**config.mk**
```make
export PLATFORM = sky130hd
export DESIGN_NAME = color_threshold_centroid_core
export DESIGN_NICKNAME = d
export VERILOG_FILES = /design/src/sv/ctc_pkg.sv /design/src/sv/ctc_cfg.sv /design/src/sv/ctc_front.sv /design/src/sv/ctc_queue.sv /design/src/sv/ctc_back.sv /design/src/sv/color_threshold_centroid_core.sv
export SDC_FILE = /design/constraint.sdc
export NUM_CORES = 2
export LEC_CHECK = 0
export BUFFER_PORTS_ARGS = -buffer_cell sky130_fd_sc_hd__buf_2
export CAP_MARGIN = 20
export CORE_MARGIN = 8
export CORE_UTILIZATION = 45
export DETAILED_ROUTE_END_ITERATION = 10
export RECOVER_POWER = 50
export SLEW_MARGIN = 30
export SYNTH_ARGS = -nofsm -noshare
export SYNTH_HDL_FRONTEND = slang
export SYNTH_SLANG_ARGS = --single-unit
```
**constraint.sdc**
```tcl
create_clock -name clk -period 7.3 [get_ports clk]
set_clock_uncertainty 0.05 [all_clocks]
set_input_delay 0 -clock clk [delete_from_list [all_inputs] [get_ports clk]]
set_output_delay 0 -clock clk [all_outputs]
set_load 0.02 [all_outputs]
```
**src/sv/ctc_pkg.sv**
```systemverilog
// Shared types and constants for the colour threshold and centroid core.
// Used by every module of the block; depends on nothing else.
`timescale 1ns / 1ps
`default_nettype none

package ctc_pkg;

  // Default values of the top-level parameters
  localparam int unsigned MAX_WIDTH_DEF  = 2048;
  localparam int unsigned MAX_HEIGHT_DEF = 2048;
  localparam int unsigned FRAC_BITS_DEF  = 8;

  // Fixed field and accumulator widths
  localparam int unsigned PIX_W    = 8;
  localparam int unsigned LW_W     = 12;
  localparam int unsigned WEIGHT_W = 10;
  localparam int unsigned PASS_W   = 23;
  localparam int unsigned SUM_W    = 43;
  localparam int unsigned WGT_W    = 32;
  localparam int unsigned CENT_W   = 19;

  // Weight of a passing pixel when the mask is the weight source (3 * 255)
  localparam logic [WEIGHT_W-1:0] FULL_WEIGHT = 10'd765;

  // Depth of the queue between front and back
  localparam int unsigned QDEPTH = 4;

  // APB port geometry
  localparam int unsigned APB_AW = 5;
  localparam int unsigned APB_DW = 32;

  // Result kinds
  localparam logic KIND_MASK    = 1'b0;
  localparam logic KIND_SUMMARY = 1'b1;

  // Weight source codes
  localparam logic WSRC_RGB  = 1'b0;
  localparam logic WSRC_MASK = 1'b1;

  // Register indexes on the configuration port
  typedef enum logic [2:0] {
    REG_RED_LOW     = 3'd0,
    REG_RED_HIGH    = 3'd1,
    REG_GREEN_LOW   = 3'd2,
    REG_GREEN_HIGH  = 3'd3,
    REG_BLUE_LOW    = 3'd4,
    REG_BLUE_HIGH   = 3'd5,
    REG_LINE_WIDTH  = 3'd6,
    REG_WEIGHT_SRC  = 3'd7
  } reg_idx_t;

  // Back-end sequencer states
  typedef enum logic [1:0] {
    ST_MASK,
    ST_CHECK,
    ST_DIV,
    ST_LOAD
  } back_state_t;

  // One input pixel
  typedef struct packed {
    logic [PIX_W-1:0] red;
    logic [PIX_W-1:0] green;
    logic [PIX_W-1:0] blue;
    logic             frame_end;
  } in_item_t;

  // One result item
  typedef struct packed {
    logic              kind;
    logic              mask_on;
    logic [PASS_W-1:0] pass_count;
    logic [CENT_W-1:0] centroid_x;
    logic [CENT_W-1:0] centroid_y;
    logic              cog_valid;
    logic              last;
  } out_item_t;

  // Configuration register contents
  typedef struct packed {
    logic [PIX_W-1:0] red_low;
    logic [PIX_W-1:0] red_high;
    logic [PIX_W-1:0] green_low;
    logic [PIX_W-1:0] green_high;
    logic [PIX_W-1:0] blue_low;
    logic [PIX_W-1:0] blue_high;
    logic [LW_W-1:0]  line_width;
    logic             weight_source;
  } cfg_t;

  // Frame totals handed from front to back at the end of a frame
  typedef struct packed {
    logic [PASS_W-1:0] passed;
    logic [SUM_W-1:0]  sum_x;
    logic [SUM_W-1:0]  sum_y;
    logic [WGT_W-1:0]  total;
  } snap_t;

  // Queue entry: one classified pixel
  typedef struct packed {
    logic frame_end;
    logic mask_on;
  } qent_t;

endpackage

`default_nettype wire

```
**src/sv/ctc_cfg.sv**
```systemverilog
// APB register file holding the thresholds, line width and weight source.
// Depends on ctc_pkg.
`timescale 1ns / 1ps
`default_nettype none

module ctc_cfg (
  input  wire logic                        clk,
  input  wire logic                        rst_n,
  input  wire logic                        psel,
  input  wire logic                        penable,
  input  wire logic                        pwrite,
  input  wire logic [ctc_pkg::APB_AW-1:0]  paddr,
  input  wire logic [ctc_pkg::APB_DW-1:0]  pwdata,
  output logic      [ctc_pkg::APB_DW-1:0]  prdata,
  output logic                             pready,
  output ctc_pkg::cfg_t                    cfg_regs
);

  ctc_pkg::cfg_t     regs_r;
  ctc_pkg::cfg_t     regs_nxt;
  ctc_pkg::reg_idx_t idx;
  logic              wr_en;

  assign idx    = ctc_pkg::reg_idx_t'(paddr[4:2]);
  assign wr_en  = psel && penable && pwrite && pready;
  assign pready = 1'b1;

  // Register write decode
  always_comb begin
    regs_nxt = regs_r;
    if (wr_en) begin
      case (idx)
        ctc_pkg::REG_RED_LOW:    regs_nxt.red_low       = pwdata[ctc_pkg::PIX_W-1:0];
        ctc_pkg::REG_RED_HIGH:   regs_nxt.red_high      = pwdata[ctc_pkg::PIX_W-1:0];
        ctc_pkg::REG_GREEN_LOW:  regs_nxt.green_low     = pwdata[ctc_pkg::PIX_W-1:0];
        ctc_pkg::REG_GREEN_HIGH: regs_nxt.green_high    = pwdata[ctc_pkg::PIX_W-1:0];
        ctc_pkg::REG_BLUE_LOW:   regs_nxt.blue_low      = pwdata[ctc_pkg::PIX_W-1:0];
        ctc_pkg::REG_BLUE_HIGH:  regs_nxt.blue_high     = pwdata[ctc_pkg::PIX_W-1:0];
        ctc_pkg::REG_LINE_WIDTH: regs_nxt.line_width    = pwdata[ctc_pkg::LW_W-1:0];
        ctc_pkg::REG_WEIGHT_SRC: regs_nxt.weight_source = pwdata[0];
        default: ;
      endcase
    end
  end

  // Register storage with reset values
  always_ff @(posedge clk) begin
    if (!rst_n) begin
      regs_r.red_low       <= '0;
      regs_r.red_high      <= '1;
      regs_r.green_low     <= '0;
      regs_r.green_high    <= '1;
      regs_r.blue_low      <= '0;
      regs_r.blue_high     <= '1;
      regs_r.line_width    <= 12'd640;
      regs_r.weight_source <= ctc_pkg::WSRC_RGB;
    end else begin
      regs_r <= regs_nxt;
    end
  end

  // Read mux
  always_comb begin
    case (idx)
      ctc_pkg::REG_RED_LOW:    prdata = ctc_pkg::APB_DW'(regs_r.red_low);
      ctc_pkg::REG_RED_HIGH:   prdata = ctc_pkg::APB_DW'(regs_r.red_high);
      ctc_pkg::REG_GREEN_LOW:  prdata = ctc_pkg::APB_DW'(regs_r.green_low);
      ctc_pkg::REG_GREEN_HIGH: prdata = ctc_pkg::APB_DW'(regs_r.green_high);
      ctc_pkg::REG_BLUE_LOW:   prdata = ctc_pkg::APB_DW'(regs_r.blue_low);
      ctc_pkg::REG_BLUE_HIGH:  prdata = ctc_pkg::APB_DW'(regs_r.blue_high);
      ctc_pkg::REG_LINE_WIDTH: prdata = ctc_pkg::APB_DW'(regs_r.line_width);
      ctc_pkg::REG_WEIGHT_SRC: prdata = ctc_pkg::APB_DW'(regs_r.weight_source);
      default:                 prdata = '0;
    endcase
  end

  assign cfg_regs = regs_r;

endmodule

`default_nettype wire

```
**src/sv/ctc_front.sv**
```systemverilog
// Front end: accepts pixels, applies the thresholds, keeps the position and
// weighted sums, and hands frame totals to the back end. Depends on ctc_pkg.
`timescale 1ns / 1ps
`default_nettype none

module ctc_front #(
  parameter int unsigned MAX_WIDTH  = ctc_pkg::MAX_WIDTH_DEF,
  parameter int unsigned MAX_HEIGHT = ctc_pkg::MAX_HEIGHT_DEF
) (
  input  wire logic              clk,
  input  wire logic              rst_n,
  input  wire logic              in_valid,
  output logic                   in_stall,
  input  wire ctc_pkg::in_item_t in_data,
  input  wire ctc_pkg::cfg_t     cfg_regs,
  input  wire logic              q_full,
  output logic                   q_push,
  output ctc_pkg::qent_t         q_data,
  input  wire logic              snap_done,
  output logic                   snap_busy,
  output ctc_pkg::snap_t         snap
);

  localparam int unsigned COL_W = (MAX_WIDTH  > 1) ? $clog2(MAX_WIDTH)  : 1;
  localparam int unsigned ROW_W = (MAX_HEIGHT > 1) ? $clog2(MAX_HEIGHT) : 1;
  localparam int unsigned MW_W  = $clog2(MAX_WIDTH + 1);
  localparam int unsigned MH_W  = $clog2(MAX_HEIGHT + 1);
  localparam int unsigned CMP_A = (MW_W > MH_W) ? MW_W : MH_W;
  localparam int unsigned CMP_W = ((CMP_A > ctc_pkg::LW_W) ? CMP_A : ctc_pkg::LW_W) + 1;
  localparam int unsigned PX_W  = ctc_pkg::WEIGHT_W + COL_W;
  localparam int unsigned PY_W  = ctc_pkg::WEIGHT_W + ROW_W;

  logic [COL_W-1:0]           column_r, column_nxt;
  logic [ROW_W-1:0]           row_r, row_nxt;
  logic [ctc_pkg::PASS_W-1:0] passed_r, passed_nxt;
  logic [ctc_pkg::SUM_W-1:0]  sum_x_r, sum_x_nxt;
  logic [ctc_pkg::SUM_W-1:0]  sum_y_r, sum_y_nxt;
  logic [ctc_pkg::WGT_W-1:0]  total_r, total_nxt;
  ctc_pkg::snap_t             snap_r, snap_nxt;
  logic                       snap_busy_r, snap_busy_nxt;

  logic                         accept;
  logic                         pass;
  logic [ctc_pkg::WEIGHT_W-1:0] weight;
  logic [PX_W-1:0]              prod_x;
  logic [PY_W-1:0]              prod_y;
  logic [ctc_pkg::PASS_W:0]     pass_add;
  logic [ctc_pkg::SUM_W:0]      sx_add, sy_add;
  logic [ctc_pkg::WGT_W:0]      tw_add;
  logic [ctc_pkg::PASS_W-1:0]   passed_upd;
  logic [ctc_pkg::SUM_W-1:0]    sum_x_upd, sum_y_upd;
  logic [ctc_pkg::WGT_W-1:0]    total_upd;
  logic [CMP_W-1:0]             width_eff, col_inc, row_inc;

  // Handshake: stall on a full queue, or on a frame end while totals are in use
  assign in_stall = q_full || (in_data.frame_end && snap_busy_r);
  assign accept   = in_valid && !in_stall;

  // Threshold test and pixel weight
  assign pass = (in_data.red   >= cfg_regs.red_low)   && (in_data.red   <= cfg_regs.red_high)   &&
                (in_data.green >= cfg_regs.green_low) && (in_data.green <= cfg_regs.green_high) &&
                (in_data.blue  >= cfg_regs.blue_low)  && (in_data.blue  <= cfg_regs.blue_high);

  always_comb begin
    if (cfg_regs.weight_source == ctc_pkg::WSRC_MASK) begin
      weight = pass ? ctc_pkg::FULL_WEIGHT : '0;
    end else begin
      weight = ctc_pkg::WEIGHT_W'(in_data.red) + ctc_pkg::WEIGHT_W'(in_data.green) +
               ctc_pkg::WEIGHT_W'(in_data.blue);
    end
  end

  // Weighted position terms
  assign prod_x = PX_W'(weight) * PX_W'(column_r);
  assign prod_y = PY_W'(weight) * PY_W'(row_r);

  // Saturating accumulators
  assign pass_add   = {1'b0, passed_r} + (ctc_pkg::PASS_W + 1)'(pass);
  assign sx_add     = {1'b0, sum_x_r} + (ctc_pkg::SUM_W + 1)'(prod_x);
  assign sy_add     = {1'b0, sum_y_r} + (ctc_pkg::SUM_W + 1)'(prod_y);
  assign tw_add     = {1'b0, total_r} + (ctc_pkg::WGT_W + 1)'(weight);
  assign passed_upd = pass_add[ctc_pkg::PASS_W] ? '1 : pass_add[ctc_pkg::PASS_W-1:0];
  assign sum_x_upd  = sx_add[ctc_pkg::SUM_W]    ? '1 : sx_add[ctc_pkg::SUM_W-1:0];
  assign sum_y_upd  = sy_add[ctc_pkg::SUM_W]    ? '1 : sy_add[ctc_pkg::SUM_W-1:0];
  assign total_upd  = tw_add[ctc_pkg::WGT_W]    ? '1 : tw_add[ctc_pkg::WGT_W-1:0];

  // Effective line width, clamped to one and to the largest supported width
  always_comb begin
    width_eff = CMP_W'(cfg_regs.line_width);
    if (width_eff == '0) begin
      width_eff = CMP_W'(1);
    end else if (width_eff > CMP_W'(MAX_WIDTH)) begin
      width_eff = CMP_W'(MAX_WIDTH);
    end
  end

  assign col_inc = CMP_W'(column_r) + CMP_W'(1);
  assign row_inc = CMP_W'(row_r) + CMP_W'(1);

  // Next state of position, sums and the frame totals handed to the back end
  always_comb begin
    column_nxt    = column_r;
    row_nxt       = row_r;
    passed_nxt    = passed_r;
    sum_x_nxt     = sum_x_r;
    sum_y_nxt     = sum_y_r;
    total_nxt     = total_r;
    snap_nxt      = snap_r;
    snap_busy_nxt = snap_busy_r;
    if (snap_done) begin
      snap_busy_nxt = 1'b0;
    end
    if (accept) begin
      if (in_data.frame_end) begin
        snap_nxt.passed = passed_upd;
        snap_nxt.sum_x  = sum_x_upd;
        snap_nxt.sum_y  = sum_y_upd;
        snap_nxt.total  = total_upd;
        snap_busy_nxt   = 1'b1;
        column_nxt      = '0;
        row_nxt         = '0;
        passed_nxt      = '0;
        sum_x_nxt       = '0;
        sum_y_nxt       = '0;
        total_nxt       = '0;
      end else begin
        passed_nxt = passed_upd;
        sum_x_nxt  = sum_x_upd;
        sum_y_nxt  = sum_y_upd;
        total_nxt  = total_upd;
        if (col_inc >= width_eff) begin
          column_nxt = '0;
          if (row_inc < CMP_W'(MAX_HEIGHT)) begin
            row_nxt = row_inc[ROW_W-1:0];
          end
        end else begin
          column_nxt = col_inc[COL_W-1:0];
        end
      end
    end
  end

  always_ff @(posedge clk) begin
    if (!rst_n) begin
      column_r    <= '0;
      row_r       <= '0;
      passed_r    <= '0;
      sum_x_r     <= '0;
      sum_y_r     <= '0;
      total_r     <= '0;
      snap_busy_r <= 1'b0;
    end else begin
      column_r    <= column_nxt;
      row_r       <= row_nxt;
      passed_r    <= passed_nxt;
      sum_x_r     <= sum_x_nxt;
      sum_y_r     <= sum_y_nxt;
      total_r     <= total_nxt;
      snap_busy_r <= snap_busy_nxt;
    end
  end

  // Frame totals are payload only
  always_ff @(posedge clk) begin
    snap_r <= snap_nxt;
  end

  assign q_push            = accept;
  assign q_data.frame_end  = in_data.frame_end;
  assign q_data.mask_on    = pass;
  assign snap_busy         = snap_busy_r;
  assign snap              = snap_r;

endmodule

`default_nettype wire

```
**src/sv/ctc_queue.sv**
```systemverilog
// Short first-in first-out queue of classified pixels between front and back.
// Depends on ctc_pkg.
`timescale 1ns / 1ps
`default_nettype none

module ctc_queue (
  input  wire logic           clk,
  input  wire logic           rst_n,
  input  wire logic           push,
  input  wire ctc_pkg::qent_t push_data,
  output logic                full,
  input  wire logic           pop,
  output ctc_pkg::qent_t      pop_data,
  output logic                empty
);

  localparam int unsigned AW = $clog2(ctc_pkg::QDEPTH);
  localparam int unsigned CW = $clog2(ctc_pkg::QDEPTH + 1);

  ctc_pkg::qent_t entries_r [ctc_pkg::QDEPTH];
  logic [AW-1:0]  wr_ptr_r, wr_ptr_nxt;
  logic [AW-1:0]  rd_ptr_r, rd_ptr_nxt;
  logic [CW-1:0]  count_r, count_nxt;

  assign full     = (count_r == CW'(ctc_pkg::QDEPTH));
  assign empty    = (count_r == '0);
  assign pop_data = entries_r[rd_ptr_r];

  // Pointer and fill level update
  always_comb begin
    wr_ptr_nxt = wr_ptr_r;
    rd_ptr_nxt = rd_ptr_r;
    count_nxt  = count_r;
    if (push) begin
      wr_ptr_nxt = (wr_ptr_r == AW'(ctc_pkg::QDEPTH - 1)) ? '0 : wr_ptr_r + AW'(1);
    end
    if (pop) begin
      rd_ptr_nxt = (rd_ptr_r == AW'(ctc_pkg::QDEPTH - 1)) ? '0 : rd_ptr_r + AW'(1);
    end
    if (push && !pop) begin
      count_nxt = count_r + CW'(1);
    end else if (pop && !push) begin
      count_nxt = count_r - CW'(1);
    end
  end

  always_ff @(posedge clk) begin
    if (!rst_n) begin
      wr_ptr_r <= '0;
      rd_ptr_r <= '0;
      count_r  <= '0;
    end else begin
      wr_ptr_r <= wr_ptr_nxt;
      rd_ptr_r <= rd_ptr_nxt;
      count_r  <= count_nxt;
    end
  end

  // Entry storage
  always_ff @(posedge clk) begin
    if (push) begin
      entries_r[wr_ptr_r] <= push_data;
    end
  end

  // Fill level never passes the depth
  a_count_bound: assert property (@(posedge clk) disable iff (!rst_n)
    count_r <= CW'(ctc_pkg::QDEPTH))
    else $error("queue fill level beyond depth");

  // No read from an empty queue
  a_no_underflow: assert property (@(posedge clk) disable iff (!rst_n)
    pop |-> !empty)
    else $error("queue popped while empty");

  // No write into a full queue
  a_no_overflow: assert property (@(posedge clk) disable iff (!rst_n)
    push |-> !full)
    else $error("queue pushed while full");

endmodule

`default_nettype wire

```
**src/sv/ctc_back.sv**
```systemverilog
// Back end: turns queued pixels into mask results and, at a frame end, runs
// the restoring divider for the centroid and issues the summary. Depends on ctc_pkg.
`timescale 1ns / 1ps
`default_nettype none

module ctc_back #(
  parameter int unsigned FRAC_BITS = ctc_pkg::FRAC_BITS_DEF
) (
  input  wire logic            clk,
  input  wire logic            rst_n,
  input  wire logic            q_empty,
  input  wire ctc_pkg::qent_t  q_data,
  output logic                 q_pop,
  input  wire ctc_pkg::snap_t  snap,
  input  wire logic            snap_busy,
  output logic                 snap_done,
  output logic                 out_valid,
  input  wire logic            out_stall,
  output ctc_pkg::out_item_t   out_data
);

  localparam int unsigned QW    = ctc_pkg::CENT_W;
  localparam int unsigned WW    = ctc_pkg::WGT_W;
  localparam int unsigned DW    = ctc_pkg::SUM_W + FRAC_BITS;
  localparam int unsigned CMPW  = (DW > WW + QW) ? DW : WW + QW;
  localparam int unsigned CNT_W = $clog2(QW);

  ctc_pkg::back_state_t state_r, state_nxt;
  logic                 out_valid_r, out_valid_nxt;
  ctc_pkg::out_item_t   out_data_r, out_data_nxt;
  logic [WW-1:0]        rem_x_r, rem_x_nxt, rem_y_r, rem_y_nxt;
  logic [QW-1:0]        dlo_x_r, dlo_x_nxt, dlo_y_r, dlo_y_nxt;
  logic [QW-1:0]        quo_x_r, quo_x_nxt, quo_y_r, quo_y_nxt;
  logic                 sat_x_r, sat_x_nxt, sat_y_r, sat_y_nxt;
  logic                 zero_r, zero_nxt;
  logic [CNT_W-1:0]     cnt_r, cnt_nxt;

  logic            out_free;
  logic [CMPW-1:0] dvd_x, dvd_y, lim;
  logic [WW:0]     sh_x, sh_y, dvs;
  logic            ge_x, ge_y;
  logic [QW-1:0]   cent_x, cent_y;

  assign out_free = !out_valid_r || !out_stall;

  // Scaled dividends and the saturation limit (total times two to the quotient width)
  assign dvd_x = CMPW'(snap.sum_x) << FRAC_BITS;
  assign dvd_y = CMPW'(snap.sum_y) << FRAC_BITS;
  assign lim   = CMPW'(snap.total) << QW;

  // One restoring division step per cycle on each axis
  assign dvs  = {1'b0, snap.total};
  assign sh_x = {rem_x_r, dlo_x_r[QW-1]};
  assign sh_y = {rem_y_r, dlo_y_r[QW-1]};
  assign ge_x = (sh_x >= dvs);
  assign ge_y = (sh_y >= dvs);

  // Final centroid values with saturation and the zero-weight case
  assign cent_x = zero_r ? '0 : (sat_x_r ? '1 : quo_x_r);
  assign cent_y = zero_r ? '0 : (sat_y_r ? '1 : quo_y_r);

  // Sequencer: next state and outputs
  always_comb begin
    state_nxt     = state_r;
    out_valid_nxt = out_valid_r && out_stall;
    out_data_nxt  = out_data_r;
    rem_x_nxt     = rem_x_r;
    rem_y_nxt     = rem_y_r;
    dlo_x_nxt     = dlo_x_r;
    dlo_y_nxt     = dlo_y_r;
    quo_x_nxt     = quo_x_r;
    quo_y_nxt     = quo_y_r;
    sat_x_nxt     = sat_x_r;
    sat_y_nxt     = sat_y_r;
    zero_nxt      = zero_r;
    cnt_nxt       = cnt_r;
    q_pop         = 1'b0;
    snap_done     = 1'b0;
    case (state_r)
      ctc_pkg::ST_MASK: begin
        if (!q_empty && out_free) begin
          q_pop                   = 1'b1;
          out_valid_nxt           = 1'b1;
          out_data_nxt            = '0;
          out_data_nxt.kind       = ctc_pkg::KIND_MASK;
          out_data_nxt.mask_on    = q_data.mask_on;
          out_data_nxt.last       = !q_data.frame_end;
          if (q_data.frame_end) begin
            state_nxt = ctc_pkg::ST_CHECK;
          end
        end
      end
      ctc_pkg::ST_CHECK: begin
        zero_nxt  = (snap.total == '0);
        sat_x_nxt = (dvd_x >= lim);
        sat_y_nxt = (dvd_y >= lim);
        rem_x_nxt = WW'(dvd_x >> QW);
        rem_y_nxt = WW'(dvd_y >> QW);
        dlo_x_nxt = dvd_x[QW-1:0];
        dlo_y_nxt = dvd_y[QW-1:0];
        quo_x_nxt = '0;
        quo_y_nxt = '0;
        cnt_nxt   = CNT_W'(QW - 1);
        state_nxt = ctc_pkg::ST_DIV;
      end
      ctc_pkg::ST_DIV: begin
        rem_x_nxt = ge_x ? WW'(sh_x - dvs) : WW'(sh_x);
        rem_y_nxt = ge_y ? WW'(sh_y - dvs) : WW'(sh_y);
        dlo_x_nxt = dlo_x_r << 1;
        dlo_y_nxt = dlo_y_r << 1;
        quo_x_nxt = {quo_x_r[QW-2:0], ge_x};
        quo_y_nxt = {quo_y_r[QW-2:0], ge_y};
        if (cnt_r == '0) begin
          state_nxt = ctc_pkg::ST_LOAD;
        end else begin
          cnt_nxt = cnt_r - CNT_W'(1);
        end
      end
      ctc_pkg::ST_LOAD: begin
        if (out_free) begin
          out_valid_nxt           = 1'b1;
          out_data_nxt.kind       = ctc_pkg::KIND_SUMMARY;
          out_data_nxt.mask_on    = 1'b0;
          out_data_nxt.pass_count = snap.passed;
          out_data_nxt.centroid_x = cent_x;
          out_data_nxt.centroid_y = cent_y;
          out_data_nxt.cog_valid  = !zero_r;
          out_data_nxt.last       = 1'b1;
          snap_done               = 1'b1;
          state_nxt               = ctc_pkg::ST_MASK;
        end
      end
      default: begin
        state_nxt = ctc_pkg::ST_MASK;
      end
    endcase
  end

  // Control state
  always_ff @(posedge clk) begin
    if (!rst_n) begin
      state_r     <= ctc_pkg::ST_MASK;
      out_valid_r <= 1'b0;
    end else begin
      state_r     <= state_nxt;
      out_valid_r <= out_valid_nxt;
    end
  end

  // Datapath registers
  always_ff @(posedge clk) begin
    out_data_r <= out_data_nxt;
    rem_x_r    <= rem_x_nxt;
    rem_y_r    <= rem_y_nxt;
    dlo_x_r    <= dlo_x_nxt;
    dlo_y_r    <= dlo_y_nxt;
    quo_x_r    <= quo_x_nxt;
    quo_y_r    <= quo_y_nxt;
    sat_x_r    <= sat_x_nxt;
    sat_y_r    <= sat_y_nxt;
    zero_r     <= zero_nxt;
    cnt_r      <= cnt_nxt;
  end

  assign out_valid = out_valid_r;
  assign out_data  = out_data_r;

  // Frame totals stay reserved for the whole summary computation
  a_snap_held: assert property (@(posedge clk) disable iff (!rst_n)
    (state_r != ctc_pkg::ST_MASK) |-> snap_busy)
    else $error("summary computed without reserved frame totals");

  // A frame-end pixel always starts the centroid computation
  a_fe_starts_div: assert property (@(posedge clk) disable iff (!rst_n)
    (q_pop && q_data.frame_end) |=> (state_r == ctc_pkg::ST_CHECK))
    else $error("frame end did not start the division");

  // A summary is always the last result of its pixel and carries no mask
  a_summary_form: assert property (@(posedge clk) disable iff (!rst_n)
    (out_valid_r && (out_data_r.kind == ctc_pkg::KIND_SUMMARY)) |->
      (out_data_r.last && !out_data_r.mask_on))
    else $error("malformed frame summary");

endmodule

`default_nettype wire

```
**src/sv/color_threshold_centroid_core.sv**
```systemverilog
// Top level of the colour threshold and centroid core: register file, front
// end, queue and back end. Depends on ctc_pkg, ctc_cfg, ctc_front, ctc_queue, ctc_back.
//
//   Port group  Direction  Handshake                     Transaction
//   in_*        input      in_valid / in_stall           one RGB pixel with frame_end
//   out_*       output     out_valid / out_stall         mask result or frame summary
//   p*          APB        psel, penable, pready = 1     register write or read
//
// Pixels are taken one per clock while the four-entry queue has room.
// At a frame end the back end produces the summary after the last mask result
// through a check state, 19 divider steps and a load state that waits while the
// output is stalled; pixels keep entering until the queue fills, and a further
// frame-end pixel waits until the summary is out.
// Reset is synchronous, active low, and clears the position and sums.
// A stalled output holds its result; the output register breaks the data path, not the stall path.
`timescale 1ns / 1ps
`default_nettype none

module color_threshold_centroid_core #(
  parameter int unsigned MAX_WIDTH  = ctc_pkg::MAX_WIDTH_DEF,
  parameter int unsigned MAX_HEIGHT = ctc_pkg::MAX_HEIGHT_DEF,
  parameter int unsigned FRAC_BITS  = ctc_pkg::FRAC_BITS_DEF
) (
  input  wire logic                        clk,
  input  wire logic                        rst_n,
  input  wire logic                        in_valid,
  output logic                             in_stall,
  input  wire ctc_pkg::in_item_t           in_data,
  output logic                             out_valid,
  input  wire logic                        out_stall,
  output ctc_pkg::out_item_t               out_data,
  input  wire logic                        psel,
  input  wire logic                        penable,
  input  wire logic                        pwrite,
  input  wire logic [ctc_pkg::APB_AW-1:0]  paddr,
  input  wire logic [ctc_pkg::APB_DW-1:0]  pwdata,
  output logic      [ctc_pkg::APB_DW-1:0]  prdata,
  output logic                             pready
);

  ctc_pkg::cfg_t  cfg_regs;
  ctc_pkg::qent_t q_push_data, q_pop_data;
  ctc_pkg::snap_t snap;
  logic           q_push, q_pop, q_full, q_empty;
  logic           snap_busy, snap_done;

  // Configuration registers
  ctc_cfg u_cfg (
    .clk      (clk),
    .rst_n    (rst_n),
    .psel     (psel),
    .penable  (penable),
    .pwrite   (pwrite),
    .paddr    (paddr),
    .pwdata   (pwdata),
    .prdata   (prdata),
    .pready   (pready),
    .cfg_regs (cfg_regs)
  );

  // Classification and accumulation
  ctc_front #(
    .MAX_WIDTH  (MAX_WIDTH),
    .MAX_HEIGHT (MAX_HEIGHT)
  ) u_front (
    .clk       (clk),
    .rst_n     (rst_n),
    .in_valid  (in_valid),
    .in_stall  (in_stall),
    .in_data   (in_data),
    .cfg_regs  (cfg_regs),
    .q_full    (q_full),
    .q_push    (q_push),
    .q_data    (q_push_data),
    .snap_done (snap_done),
    .snap_busy (snap_busy),
    .snap      (snap)
  );

  // Queue between front and back
  ctc_queue u_queue (
    .clk       (clk),
    .rst_n     (rst_n),
    .push      (q_push),
    .push_data (q_push_data),
    .full      (q_full),
    .pop       (q_pop),
    .pop_data  (q_pop_data),
    .empty     (q_empty)
  );

  // Result generation and centroid division
  ctc_back #(
    .FRAC_BITS (FRAC_BITS)
  ) u_back (
    .clk       (clk),
    .rst_n     (rst_n),
    .q_empty   (q_empty),
    .q_data    (q_pop_data),
    .q_pop     (q_pop),
    .snap      (snap),
    .snap_busy (snap_busy),
    .snap_done (snap_done),
    .out_valid (out_valid),
    .out_stall (out_stall),
    .out_data  (out_data)
  );

endmodule

`default_nettype wire
```
==> flow_metrics.py <==
metrics = {
    "status": {
        "status": "finished with violations",
        "violations": "max-capacitance violations, max-slew violations, negative setup slack",
    },
    "global_route": {
        "grt.overflow.total": 0,
        "first_global_vias": 32640,
        "grt_max_degree": 81,
        "antenna_found_initial": 3,
        "grtUsageTotal_pct": 21.46,
        "grt_pass1_wl_mm": 178.5,
    },
    "worst_setup_path": {
        "critPathMostFrequentCell": "fa_1",
        "path_class": "flop to flop",
        "cp-start-kind": "flop",
        "crit_slowest_cell": "fa_1",
        "max_stage_delay_ps": 540,
        "cp.arrival_ps": 8430,
        "cp_max_fo": 26,
        "required_ps": 7750,
        "endpoint_kind": "flop",
    },
    "layout": {
        "fillCellCount": 8274,
        "mostFrequentLayoutCells": "nand2_1 (429), inv_1 (396), nor2_1 (350)",
        "nNetsFinal": 5343,
        "drive_gt1_share_pct": 15.85,
        "final_cells": 5976,
        "area_growth_pct": 18.56,
        "final_common_cell": "nand2_1",
    },
    "clock_tree": {
        "numCtsBuffers": 68,
        "clk_path_buf_depth": 3,
        "cts-root-buf": "clkbuf_16",
        "clkSlewWorstSetupHoldPaths_ps": 60,
        "clkSinkCount": 583,
        "htreeDepth": 3,
        "cts_tree": "built",
        "clk_latency_ps": 620,
    },
    "sta": {
        "hold_viol_final": 0,
        "fin_crit_ps": 7981,
        "fin_crit_sh_pct": 109.3,
        "clock.fmax_ghz": 0.1253,
        "rsz0062_at_grt": "true",
        "holdWs_ps": 70.91,
        "tightestPinTransition_ps": 3132,
        "slew_violations": 439,
        "setup_viol": 172,
        "slew_headroom_pct": -108.8,
        "setup_slack_ps": -681.3,
    },
    "logic_synthesis": {
        "synthCells": 4387,
        "ys_async_sr_fraction_pct": 0,
        "synth_area_mm2": 0.04141,
        "ys_seq_area_share_pct": 36.55,
        "synthFlopType": "edfxtp_1",
        "synth.area.top_cells": "edfxtp_1 (25%), dfxtp_1 (11%), ha_1 (11%), fa_1 (9.1%), nand2_1 (4.2%)",
        "yosysTopAreaCell": "edfxtp_1",
        "synth_top_area_share_pct": 25.09,
        "synth_edf_count": 346,
        "yosysWarnings": 0,
        "ys_ff_latch": 583,
        "yosys.cell_types.count": 91,
        "synth_area_per_cell_um2": 9.439,
    },
    "power": {
        "p_seq_share_pct": 36.1,
        "p_int_uw": 8297,
        "power.share.clock_pct": 26.0,
        "power_switching_uw": 4906,
        "swShare_pct": 37.16,
        "powerDensity_mw_per_mm2": 268.9,
        "totalPowerFinal_uw": 13200,
        "ir_drop_mv": 0.2948,
        "pwr-share-comb_pct": 37.9,
        "p_leak_uw": 0.02188,
    },
    "die": {
        "die_height_um": 319.3,
        "die-area_mm2": 0.1020,
        "initial_utilization_pct": 45.31,
        "coreArea_mm2": 0.09139,
        "std_cell_rows": 111,
        "dieWidth_um": 319.3,
        "top_level_ports": 169,
    },
    "placed_design": {
        "io_buffers": 125,
        "dp_cells": 5785,
        "dpl.hpwl_mm": 83.87,
        "gp_congestion": 0.9244,
    },
    "drt": {
        "first_iter_violations": 2278,
        "drt-total-wl_mm": 113.5,
        "drc_errors": 0,
        "vias_per_cell": 5.508,
        "num_vias": 32920,
        "drtPass1Iterations": 7,
        "wl_per_cell_um": 18.99,
        "detail-route-antenna-nets": 0,
    },
    "hold_path": {
        "holdCritPathClass": "primary input to flop",
    },
    "flow_run": {
        "maxCapViolCount": 10,
    },
}
cell usage after synthesis, drive strengths merged (72+ instances only):
cell type  count
a21o          96
a21oi        228
and2         174
clkbuf       157
dfxtp        237
edfxtp       346
fa           188
ha           351
inv          414
nand2        466
nand3         74
nor2         363
o21ai        166
xnor2        106
xor2          72
timing repair:
| action | in CTS | in global routing |
|---|---|---|
| endpoints found under the hold margin | 86 | 0 |
| gates resized for setup | 99 | 117 |
| hold buffers | 22 | 0 |
| buffers inserted | 23 | 21 |
| endpoints found under the setup margin | 172 | 172 |
| pin swaps | 48 | 82 |
| gates cloned | 1 | 1 |
final cells by class:
| cell class | instances | area, µm² | share of cell area (%) |
|---|---|---|---|
| antenna | 1 | 2.502 | 0.005097 |
| timing repair buffer | 485 | 3600 | 7.332 |
| clock buffer | 81 | 1790 | 3.647 |
| clock inverter | 43 | 452.9 | 0.9226 |
| multi-input combinational | 3181 | 25060 | 51.04 |
| inverter | 416 | 1569 | 3.196 |
| sequential | 583 | 15140 | 30.83 |
| tap | 1186 | 1484 | 3.022 |
per-stage QoR:
stage	worst slack, ps	setup TNS, ps	instance area, µm²	utilization [%]
finish	-681.3	-76720	49100	53.72
detailed placement	-742.6	-98810	45470	49.75
global placement	-698.7	-88510	45470	49.75
global route	-918.4	-122910	49100	53.72
CTS	-623.5	-76060	48540	53.12
floorplan	-52.11	-274.1	42040	-
logic make-up (layout without fill, tap and decap cells):
kind of cell / count (synthesis) / after routing / synth area share (%)
mux: 100 / 100 / 2.568
fa+ha+maj: 539 / 539 / 19.69
simple gates: 1418 / 1418 / 16.31
xor+xnor: 178 / 178 / 3.765
buf+inv: 643 / 1025 / 6.137
other cells: 2 / 22 / 0.01814
compound gates: 924 / 925 / 14.95
flops: 583 / 583 / 36.55
path summary, 6_finish.rpt:
kind | to | from | slack (ps) | depth (start not counted)
max | u_front.sum_x_r[34] | u_cfg.cfg_regs[46] | -680 | 33
min reg2reg | u_cfg.cfg_regs[12] | u_cfg.cfg_regs[12] | 430 | 2
max reg2reg | u_front.sum_x_r[34] | u_cfg.cfg_regs[46] | -680 | 33
min | u_cfg.cfg_regs[0] | psel | 70 | 4
layer usage:
layer	global-route usage [%]	share of wire [%]	routed length, µm
met5	0	0.011	13
met4	6.804	2.8	3131
met3	2.552	4.8	5398
met2	34.85	46	51830
met1	29.87	47	53100
sequential cells by signal (all words and copies together) (netlist names), 8 cells and up, named ones only:
name / flops
u_front.sum_x_r: 43
u_front.column_r: 11
u_cfg.cfg_regs: 61
u_back.dlo_x_r: 11
u_front.snap: 141
u_front.row_r: 11
u_back.quo_y_r: 19
u_queue.entries_r: 8
u_back.out_data: 65
u_back.quo_x_r: 19
u_front.passed_r: 23
u_back.dlo_y_r: 11
u_back.rem_x_r: 32
u_back.rem_y_r: 32
u_front.total_r: 32
u_front.sum_y_r: 43
power groups by stage:
stage | Combinational, µW | Clock [µW] | Sequential (µW)
2_1_floorplan | 3220 | 0 | 5010
3_3_place_gp | 4810 | 0 | 4780
3_5_place_dp | 4850 | 0 | 4800
4_1_cts | 4990 | 3510 | 4730
5_1_grt | 5520 | 3630 | 4840
6_report | 5000 | 3440 | 4760
worst max-delay path: cells and delay by family, from the launching register on:
kind	cells	cell delay, ps
buf+inv	10	1230
simple gates	3	720
compound gates	13	2560
flops	1	330
fa+ha+maj	7	2930
Note: power is estimated with default switching activity, not from simulation.
